[config.mk]
export PLATFORM = sky130hd
export DESIGN_NAME = positional_char_list
export DESIGN_NICKNAME = d
export VERILOG_FILES = /design/src/sv/pcl_pkg.sv /design/src/sv/pcl_cell.sv /design/src/sv/positional_char_list.sv
export SDC_FILE = /design/constraint.sdc
export NUM_CORES = 1
export LEC_CHECK = 0
export BUFFER_PORTS_ARGS = -buffer_cell sky130_fd_sc_hd__buf_4
export CAP_MARGIN = 20
export CORE_MARGIN = 2
export CORE_UTILIZATION = 45
export CTS_CLUSTER_SIZE = 24
export DETAILED_ROUTE_END_ITERATION = 8
export PLACE_DENSITY = 0.71
export REMOVE_ABC_BUFFERS = 1
export SYNTH_ARGS = -nofsm -noshare
export SYNTH_HDL_FRONTEND = slang
export SYNTH_SLANG_ARGS = --single-unit
[constraint.sdc]
create_clock -name clk -period 3.65 [get_ports clk]
set_input_delay 0.73 -clock clk [delete_from_list [all_inputs] [get_ports clk]]
set_output_delay 0.73 -clock clk [all_outputs]
set_load 0.01 [all_outputs]
[src/sv/pcl_pkg.sv]
// Shared constants, codes and types for the positional byte list.
`timescale 1ns / 1ps

package pcl_pkg;

  // Capacity of the list and derived widths.
  localparam int DEPTH  = 16;
  localparam int IDX_W  = $clog2(DEPTH);
  localparam int CNT_W  = 5;
  localparam int BYTE_W = 8;
  localparam int ACT_W  = 2;
  localparam int ST_W   = 2;

  // Beat widths on the stream ports.
  localparam int IN_TDATA_W  = 16;
  localparam int OUT_TDATA_W = 16;

  // Action codes.
  localparam logic [ACT_W-1:0] ACT_INSERT = 2'd0;
  localparam logic [ACT_W-1:0] ACT_DELETE = 2'd1;
  localparam logic [ACT_W-1:0] ACT_DUMP   = 2'd2;

  // Status codes.
  localparam logic [ST_W-1:0] ST_OK      = 2'd0;
  localparam logic [ST_W-1:0] ST_INVALID = 2'd1;
  localparam logic [ST_W-1:0] ST_FULL    = 2'd2;

  // Commands broadcast to every cell of the chain.
  localparam logic [1:0] CMD_NONE = 2'd0;
  localparam logic [1:0] CMD_INS  = 2'd1;
  localparam logic [1:0] CMD_DEL  = 2'd2;
  localparam logic [1:0] CMD_ROT  = 2'd3;

  typedef struct packed {
    logic [1:0]       op;   // one of the CMD_* codes
    logic [CNT_W-1:0] pos;  // zero-based position of the insert or delete
    logic [CNT_W-1:0] len;  // current number of entries
  } cell_cmd_t;

endpackage

[src/sv/pcl_cell.sv]
// One storage cell of the list chain, updated from its neighbors by a shared command.
`timescale 1ns / 1ps

module pcl_cell (
  input  logic                              clk,
  input  logic [pcl_pkg::IDX_W-1:0]         idx,
  input  pcl_pkg::cell_cmd_t                cmd,
  input  logic [pcl_pkg::BYTE_W-1:0]        value_in,
  input  logic [pcl_pkg::BYTE_W-1:0]        left,
  input  logic [pcl_pkg::BYTE_W-1:0]        right,
  input  logic [pcl_pkg::BYTE_W-1:0]        head,
  output logic [pcl_pkg::BYTE_W-1:0]        data
);

  logic [pcl_pkg::BYTE_W-1:0] data_next;
  logic [pcl_pkg::CNT_W-1:0]  idx_ext;

  assign idx_ext = pcl_pkg::CNT_W'(idx);

  always_comb begin
    data_next = data;
    unique case (cmd.op)
      pcl_pkg::CMD_INS: begin
        // The new byte lands here; everything above moves up by one.
        if (idx_ext == cmd.pos) begin
          data_next = value_in;
        end else if (idx_ext > cmd.pos) begin
          data_next = left;
        end
      end
      pcl_pkg::CMD_DEL: begin
        if (idx_ext >= cmd.pos) begin
          data_next = right;
        end
      end
      pcl_pkg::CMD_ROT: begin
        // Rotate the occupied part down by one so the next entry reaches cell zero.
        if (idx_ext == cmd.len - pcl_pkg::CNT_W'(1)) begin
          data_next = head;
        end else begin
          data_next = right;
        end
      end
      default: begin
        data_next = data;
      end
    endcase
  end

  always_ff @(posedge clk) begin
    data <= data_next;
  end

endmodule

[src/sv/positional_char_list.sv]
// Top level of the positional byte list: control, length, result register and cell chain.
// Latency: a result beat appears in the cycle after its input beat is accepted.
// Insert, delete and unused actions yield one result beat.
// A dump of N entries yields one result beat per entry (one beat with no element
// when empty), as the rotation of the cell chain brings each entry to cell zero in turn.
// Reset (rst, synchronous, active high) empties the list and drops m_tvalid;
// cell contents are not cleared.
`timescale 1ns / 1ps

module positional_char_list (
  input  logic                               clk,
  input  logic                               rst,
  // Input beats.
  input  logic                               s_tvalid,
  output logic                               s_tready,
  input  logic [pcl_pkg::IN_TDATA_W-1:0]     s_tdata,   // action[1:0], position[6:2],
                                                        // value[14:7], zero[15]
  // Result beats.
  output logic                               m_tvalid,
  input  logic                               m_tready,
  output logic [pcl_pkg::OUT_TDATA_W-1:0]    m_tdata,   // status[1:0], count[6:2],
                                                        // element[14:7], zero[15]
  output logic                               m_tuser,   // element_valid[0]
  output logic                               m_tlast    // last
);

  // Controller states.
  localparam logic S_IDLE = 1'b0;
  localparam logic S_DUMP = 1'b1;

  logic                         state;
  logic                         state_next;
  logic [pcl_pkg::CNT_W-1:0]    len;
  logic [pcl_pkg::CNT_W-1:0]    len_next;
  logic [pcl_pkg::CNT_W-1:0]    dump_cnt;
  logic [pcl_pkg::CNT_W-1:0]    dump_cnt_next;

  // Fields of the incoming beat.
  logic [pcl_pkg::ACT_W-1:0]    action;
  logic [pcl_pkg::CNT_W-1:0]    position;
  logic [pcl_pkg::BYTE_W-1:0]   value;

  assign action   = s_tdata[1:0];
  assign position = s_tdata[6:2];
  assign value    = s_tdata[14:7];

  // The result register is free when it is empty or being drained this cycle.
  logic out_free;
  logic accept;

  assign out_free = !m_tvalid || m_tready;
  assign s_tready = (state == S_IDLE) && out_free;
  assign accept   = s_tvalid && s_tready;

  // Position checks. Widened by one bit so that count+1 cannot wrap.
  logic ins_pos_ok;
  logic del_pos_ok;
  logic list_full;

  assign ins_pos_ok = (position != '0) &&
                      ({1'b0, position} <= ({1'b0, len} + (pcl_pkg::CNT_W + 1)'(1)));
  assign del_pos_ok = (position != '0) && (position <= len);
  assign list_full  = (len == pcl_pkg::CNT_W'(pcl_pkg::DEPTH));

  // The cell chain.
  pcl_pkg::cell_cmd_t           cmd;
  logic [pcl_pkg::BYTE_W-1:0]   cell_data [pcl_pkg::DEPTH];

  // Result of this cycle, loaded into the output register when emit is set.
  logic                         emit;
  logic [pcl_pkg::ST_W-1:0]     res_status;
  logic [pcl_pkg::BYTE_W-1:0]   res_element;
  logic                         res_valid;
  logic                         res_last;

  always_comb begin
    state_next    = state;
    len_next      = len;
    dump_cnt_next = dump_cnt;
    cmd.op        = pcl_pkg::CMD_NONE;
    cmd.pos       = position - pcl_pkg::CNT_W'(1);
    cmd.len       = len;
    emit          = 1'b0;
    res_status    = pcl_pkg::ST_OK;
    res_element   = '0;
    res_valid     = 1'b0;
    res_last      = 1'b1;

    unique case (state)
      S_IDLE: begin
        if (accept) begin
          emit = 1'b1;
          case (action)
            pcl_pkg::ACT_INSERT: begin
              // The position check takes precedence over the full check.
              if (!ins_pos_ok) begin
                res_status = pcl_pkg::ST_INVALID;
              end else if (list_full) begin
                res_status = pcl_pkg::ST_FULL;
              end else begin
                cmd.op   = pcl_pkg::CMD_INS;
                len_next = len + pcl_pkg::CNT_W'(1);
              end
            end
            pcl_pkg::ACT_DELETE: begin
              // An empty list has no valid position, so this covers it too.
              if (!del_pos_ok) begin
                res_status = pcl_pkg::ST_INVALID;
              end else begin
                cmd.op   = pcl_pkg::CMD_DEL;
                len_next = len - pcl_pkg::CNT_W'(1);
              end
            end
            pcl_pkg::ACT_DUMP: begin
              // An empty dump gives a single beat with no element.
              if (len != '0) begin
                cmd.op      = pcl_pkg::CMD_ROT;
                res_element = cell_data[0];
                res_valid   = 1'b1;
                res_last    = (len == pcl_pkg::CNT_W'(1));
                if (len != pcl_pkg::CNT_W'(1)) begin
                  state_next    = S_DUMP;
                  dump_cnt_next = pcl_pkg::CNT_W'(1);
                end
              end
            end
            default: begin
              res_status = pcl_pkg::ST_INVALID;
            end
          endcase
        end
      end
      S_DUMP: begin
        // One entry per free output slot; the chain rotates as it is read.
        if (out_free) begin
          emit          = 1'b1;
          cmd.op        = pcl_pkg::CMD_ROT;
          res_element   = cell_data[0];
          res_valid     = 1'b1;
          res_last      = (dump_cnt == len - pcl_pkg::CNT_W'(1));
          dump_cnt_next = dump_cnt + pcl_pkg::CNT_W'(1);
          if (res_last) begin
            state_next = S_IDLE;
          end
        end
      end
      default: begin
        state_next = S_IDLE;
      end
    endcase
  end

  for (genvar i = 0; i < pcl_pkg::DEPTH; i++) begin : g_cell
    logic [pcl_pkg::BYTE_W-1:0] left_data;
    logic [pcl_pkg::BYTE_W-1:0] right_data;

    if (i == 0) begin : g_first
      assign left_data = '0;
    end else begin : g_inner_left
      assign left_data = cell_data[i-1];
    end

    if (i == pcl_pkg::DEPTH - 1) begin : g_final
      assign right_data = '0;
    end else begin : g_inner_right
      assign right_data = cell_data[i+1];
    end

    pcl_cell u_cell (
      .clk      (clk),
      .idx      (pcl_pkg::IDX_W'(i)),
      .cmd      (cmd),
      .value_in (value),
      .left     (left_data),
      .right    (right_data),
      .head     (cell_data[0]),
      .data     (cell_data[i])
    );
  end

  // Control registers.
  always_ff @(posedge clk) begin
    if (rst) begin
      state    <= S_IDLE;
      len      <= '0;
      dump_cnt <= '0;
      m_tvalid <= 1'b0;
    end else begin
      state    <= state_next;
      len      <= len_next;
      dump_cnt <= dump_cnt_next;
      if (emit) begin
        m_tvalid <= 1'b1;
      end else if (m_tready) begin
        m_tvalid <= 1'b0;
      end
    end
  end

  // Result payload; the count reported is the length after the operation.
  always_ff @(posedge clk) begin
    if (emit) begin
      m_tdata <= {1'b0, res_element, len_next, res_status};
      m_tuser <= res_valid;
      m_tlast <= res_last;
    end
  end

endmodule

==> results of run 1 <==
## state kept, by name, indices dropped and copies added, names as in the netlist
signal and cells:
m_tvalid 1, m_tdata 15, m_tlast 1, m_tuser 1, len 5, g_cell.u_cell.data 128, dump_cnt 5, state 1
## where the power goes
group	leakage (nW)	switching (W)	internal, W
clock network	0.299	0.000747	0.00104
registers	1.43	0.0000738	0.00211
logic	2.44	0.000483	0.000297
total	4.17	0.00130	0.00345
## metrics by stage
step / instance area [µm²] / instances / power [W] / hold slack [ns]
2_1_floorplan: 9610 / 888 / 0.00267 / 0.463
3_3_place_gp: 10600 / 1244 / 0.00296 / 0.501
3_5_place_dp: 10600 / 1244 / 0.00298 / 0.503
4_1_cts: 11200 / 1276 / 0.00475 / 0.512
5_1_grt: 11200 / 1278 / 0.00492 / 0.531
6_report: 11200 / 1278 / 0.00475 / 0.519
## cell type report
cell class,count,share of cell area (%)
Multi-Input combinational cell,705,43.9
Clock inverter,9,0.593
Tap cell,280,3.13
Timing Repair Buffer,78,5.57
Inverter,26,0.918
Sequential cell,157,41.1
Clock buffer,23,4.77
## Yosys cell counts (all sizes together) (2+ instances only)
cell / count
edfxtp: 145
o21ai: 131
mux2i: 113
nor2: 93
a22oi: 81
nand2: 58
clkbuf: 34
a221o: 33
buf: 32
a21oi: 26
inv: 24
ha: 21
nand3: 18
nor3: 14
and2: 12
dfxtp: 12
xnor2: 11
a22o: 8
a21o: 7
and3: 7
o22ai: 7
or3: 7
a31oi: 6
maj3: 6
nand2b: 5
nor2b: 4
o31a: 3
o41ai: 3
a211o: 2
a222oi: 2
a311oi: 2
clkinv: 2
nand3b: 2
nor3b: 2
nor4: 2
o22a: 2
o32ai: 2
xor2: 2
## critical path, stage by stage, from the launching register on
cell	delay (ns)
dfxtp_1	0.34
buf_4	0.17
inv_1	0.08
buf_4	0.16
ha_1	0.30
nor3b_2	0.39
a211o_1	0.23
o21a_4	0.43
buf_4	0.28
a21o_1	0.10
nand2_1	0.23
a221o_1	0.44
## what timing repair did
action,4_1_cts,5_1_grt
buffers inserted,0,2
resized for setup,0,0
setup endpoints to repair,0,80
## path summary, 6_finish.rpt
kind                       startpoint                            endpoint  cells after the start
min reg2reg  dump_cnt[4]$_SDFFE_PP0P_            dump_cnt[4]$_SDFFE_PP0P_                      1
min          dump_cnt[4]$_SDFFE_PP0P_            dump_cnt[4]$_SDFFE_PP0P_                      1
max reg2reg         len[1]$_SDFF_PP0_  g_cell[9].u_cell.data[4]$_DFFE_PP_                     11
max                 len[1]$_SDFF_PP0_  g_cell[9].u_cell.data[4]$_DFFE_PP_                     11
## metal layers
| layer | global-route usage [%] | vias to the layer above |
|---|---|---|
| li1 | - | 3733 |
| met1 | 33.2 | 3919 |
| met2 | 36.4 | 389 |
| met3 | 4.31 | 37 |
| met4 | 6.00 | 0 |
| met5 | 0 | - |
## kinds of logic after synthesis
kind of cell | share of synthesized area (%)
AOI/OAI and AO/OA | 22.4
and+or+nand+nor | 11.0
DFF | 46.0
muxes | 11.3
buffers and inverters | 4.79
adders and majority gates | 3.23
xor gates and xnor gates | 1.14
other | 0.0376
==> metrics.md, run 1 <==
| Metric | Value |
|---|---|
| Multi-input logic area | 4910 µm² |
| Max layer used | met4 |
| Std-Cell Rows | 54 |
| Clock transition at the registers of the reported paths | 0.07 ns |
| Post-synthesis sequential area ratio | 46.0% |
| Worst ir drop on vdd | 0.000315 V |
| Initial antenna violation count | 0 |
| Setup violations, final | 0 |
| Synthesized area | 9980 µm² |
| Status | complete, no violations |
| Yosys cell types | 70 |
| Largest net degree at the start of global routing | 66 |
| Post-route DRC | 0 |
| Crit path arrival time | 3.63 ns |
| Worst-Margin Slew | 1.05 ns |
| Synth async-reset ratio | 0% |
| Post-DRT Antenna Nets | 0 |
| Max-Cap Viols | 0 |
| Synth-to-layout area growth | 12.0% |
| EDFF count, synth | 145 |
| Final nets | 1026 |
| Flop and latch count out of synthesis | 157 |
| Final Hold Viols | 0 |
| Synth top area cells | edfxtp_1, mux2i_1, a22oi_1 |
| Initial Util | 45.7% |
| Num CTS Buffers | 17 |
| Relative slew margins | 29.7% |
| Post-DP HPWL | 19400 µm |
| Met3 wire len | 2060 µm |
| Cells after Synth | 954 |
| Drt initial violations | 1139 |
| Drt total wl | 27300 µm |
| DIE AREA | 23400 µm² |
| Clock H-tree levels | 4 |
| TNS Setup | 0 ns |
| WS Path Type | reg -> reg |
| Congestion Overflow GR | 0 |
| Vias in the first global route | 7765 |
| Vias post-DR | 8078 |
| Port buffer count | 37 |
| Synthesis Warnings | 0 |
| Critical Path RT | 3.82 ns |
| Fillers | 1926 |
| Die Height | 153 µm |
| I/O Pins | 40 |
| Register area | 4590 µm² |
| Top FF cell, synth | edfxtp_1 |
| Post-route setup slack | 0.196 ns |
| Worst Clk Skew | 0.0142 ns |
| LEAKAGE | 4.17 nW |
| Startpoint Class | register |
| Crit-path max FO | 28 |
| Most frequent cells in the layout | edfxtp_1, o21ai_0, mux2i_1 |
| Syn_area_per_cell | 10.5 µm² |
| Ratio of cells with drive above 1 in the final layout | 13.9% |
| Tmin final | 3.45 ns |
| Most common cell after layout, fill and taps aside | edfxtp_1 |
| CTS sink count | 157 |
| Later-pin clock latency in the skew report | 0.44 ns |
| CTS Hold Bufs | 0 |
| Fin crit share | 94.6% |
| Hold Crit Class | reg -> reg |
| WL met1 | 12200 µm |
| Core area | 21800 µm² |
| Drt first pass iters | 7 |
| Cell taking the most area after synthesis | edfxtp_1 |
| Top cell type's share of synthesized area | 43.6% |
| Crit. End Element | register |
| Die width | 153 µm |
| GRT Total Usage | 23.2% |
| First-pass GRT wire length | 43200 µm |
| WL/cell | 21.4 µm |
| Max clock buf depth | 2 |
| Antenna diode count | 0 |
| CTS tree | yes |
| Root buffer cell | clkbuf_16 |
| GPL Wtd Cong | 0.886 |
| Cell Pwr Density | 425 nW/µm² |
| RSZ-0062 raised after global routing | no |
| Metal2 WL | 12600 µm |
| Reg-to-reg slack, setup | 0.20 ns |
| Vias per cell | 6.32 |
| Final core occ | 51.2% |
| DP Worst Slack | 0.144 ns |
| FMAX | 290 MHz |
| Slew Limit Fails | 0 |
Power figures use the tool's default switching activity.
==> run 2: changes to the inputs <==
- PLACE_DENSITY: 0.71 -> 0.68
- clock period: 3.65 -> 3.66 ns (I/O delays scaled with it)
==> metrics.md, run 2 (synthesis gave the netlist of run 1 again) <==
| Metric | Value |
|---|---|
| CTS Hold Bufs | 0 |
| Critical path origin | len[1]$_SDFF_PP0_ |
| Top Family by Delay on Critical Path | simple AND/OR/NAND/NOR gates |
| FMAX | 291 MHz |
| LEAKAGE | 4.19 nW |
| Synth-to-layout area growth | 11.9% |
| Ratio of cells with drive above 1 in the final layout | 14.6% |
| RSZ-0062 raised after global routing | no |
| Dpl cells | 1250 |
| Die width | 153 µm |
| Initial antenna violation count | 0 |
| Setup violations, final | 0 |
| Worst-Margin Slew | 0.843 ns |
| Max-Cap Viols | 0 |
| Cell Pwr Density | 417 nW/µm² |
| CTS sink count | 157 |
| Largest Register | g_cell.u_cell.data |
| Congestion Overflow GR | 0 |
| CP max-delay cell | dfxtp_1 |
| Worst Clk Skew | 0.0102 ns |
| Core area | 21800 µm² |
| Drt total wl | 27500 µm |
| Tmin final | 3.43 ns |
| Worst ir drop on vdd | 0.000317 V |
| Post-CTS Setup Bufs | 0 |
| Std-Cell Rows | 54 |
| Worst Reg2Reg Path Length in Cells | 12 |
| DIE AREA | 23400 µm² |
| Largest net degree at the start of global routing | 64 |
| Slew Limit Fails | 0 |
| Port buffer count | 37 |
| Status | complete, no violations |
| Fin crit share | 93.8% |
| Post-DP HPWL | 19800 µm |
| Root buffer cell | clkbuf_16 |
| Reg-to-reg slack, setup | 0.23 ns |
| Vias per cell | 6.38 |
| First-pass GRT wire length | 43900 µm |
| Antenna diode count | 0 |
| Most common cell after layout, fill and taps aside | edfxtp_1 |
| Standard cell area after detailed placement | 10600 µm² |
| Drt first pass iters | 6 |
| WHS Endpoint | dump_cnt[4]$_SDFFE_PP0P_ |
| Crit path cell chain | ha_1 -> nand3_1 -> xnor2_1 -> ha_1 -> nand3_1 -> o21bai_1 -> a31oi_1 -> or3_1 -> o21ai_4 -> buf_4 -> o21ai_0 -> nand2_1 |
| Vias post-DR | 8189 |
| Biggest regs | g_cell.u_cell.data: 128 flops, m_tdata: 15 flops |
| Crit. End Element | register |
| WL/cell | 21.4 µm |
| Final nets | 1032 |
| Max reg flops | 128 |
| Hold path startpoint | dump_cnt[4]$_SDFFE_PP0P_ |
| Design Area, Final | 11200 µm² |
| Most frequent cells in the layout | edfxtp_1, o21ai_0, mux2i_1 |
| Hold Crit Depth | 1 |
| Num CTS Buffers | 17 |
| Terminus of the critical flop-to-flop path | g_cell[13].u_cell.data[6]$_DFFE_PP_ |
| Vias in the first global route | 7998 |
| Clock H-tree levels | 4 |
| Crit Reg-Reg Startpoint | len[1]$_SDFF_PP0_ |
| Later-pin clock latency in the skew report | 0.43 ns |
| Crit-path max FO | 9 |
| Delay of the slowest critical-path stage | 0.47 ns |
| Relative slew margins | 43.4% |
| Drt initial violations | 1037 |
| Clock transition at the registers of the reported paths | 0.07 ns |
| Resize count post-CTS | 0 |
| GRT Total Usage | 23.3% |
| Initial Util | 45.7% |
| Critical Path RT | 3.75 ns |
| Fin cells | 1284 |
| Startpoint Class | register |
| Max clock buf depth | 2 |
| WS Path Type | reg -> reg |
| Post-DRT Antenna Nets | 0 |
| CTS tree | yes |
| Die Height | 153 µm |
| I/O Pins | 40 |
| Crit path arrival time | 3.52 ns |
| Post-route DRC | 0 |
| Hold Crit Class | reg -> reg |
| GPL Wtd Cong | 0.913 |
| Worst Path Buf+Inv | 1 |
| Final Hold Viols | 0 |
==> run 2: routing by layer <==
| layer | up-vias | track usage (%) | routed length [µm] |
|---|---|---|---|
| met5 | - | 0 | 0 |
| met4 | 0 | 5.91 | 417 |
| met3 | 40 | 3.74 | 2190 |
| met2 | 421 | 36.7 | 12500 |
| met1 | 3984 | 33.7 | 12300 |
| li1 | 3744 | - | - |
==> run 2: final cells by class <==
cell class,count,area (µm²)
tap,280,350
fill,1962,10700
clock inverter,14,104
inverter,26,103
timing repair buffer,84,656
sequential,157,4590
clock buffer,18,450
multi-input combinational,705,4910
==> run 2: worst max-delay path by stage <==
| stage | slack, ns | depth (start not counted) | to |
|---|---|---|---|
| finish | 0.23 | 12 | g_cell[13].u_cell.data[6]$_DFFE_PP_ |
| global route | 0.004 | 12 | g_cell[13].u_cell.data[6]$_DFFE_PP_ |
| CTS | 0.17 | 12 | g_cell[15].u_cell.data[0]$_DFFE_PP_ |
| detailed placement | 0.19 | 12 | g_cell[15].u_cell.data[3]$_DFFE_PP_ |
| global placement | 0.26 | 9 | g_cell[9].u_cell.data[4]$_DFFE_PP_ |
| floorplan | -0.62 | 7 | g_cell[10].u_cell.data[0]$_DFFE_PP_ |
==> run 2: worst register-to-register path: stages (launching register included) <==
cell	delay, ns
dfxtp_1	0.47
ha_1	0.27
nand3_1	0.17
xnor2_1	0.22
ha_1	0.29
nand3_1	0.14
o21bai_1	0.14
a31oi_1	0.13
or3_1	0.42
o21ai_4	0.27
buf_4	0.19
o21ai_0	0.08
nand2_1	0.32
==> run 2: per-stage QoR <==
step | hold slack [ns] | setup WS (ns) | power (W) | setup TNS [ns] | util [%]
2_1_floorplan | 0.463 | -0.624 | 0.00266 | -55.25 | -
3_3_place_gp | 0.503 | 0.263 | 0.00296 | 0 | 48.6
3_5_place_dp | 0.507 | 0.187 | 0.00298 | 0 | 48.6
4_1_cts | 0.517 | 0.174 | 0.00464 | 0 | 51.1
5_1_grt | 0.543 | 0.00377 | 0.00481 | 0 | 51.2
6_report | 0.519 | 0.228 | 0.00466 | 0 | 51.2
==> run 2: power breakdown <==
part	internal [W]	leakage, nW	switching (W)
clock	0.000921	0.284	0.000778
sequential	0.00210	1.43	0.0000741
combinational	0.000298	2.47	0.000482
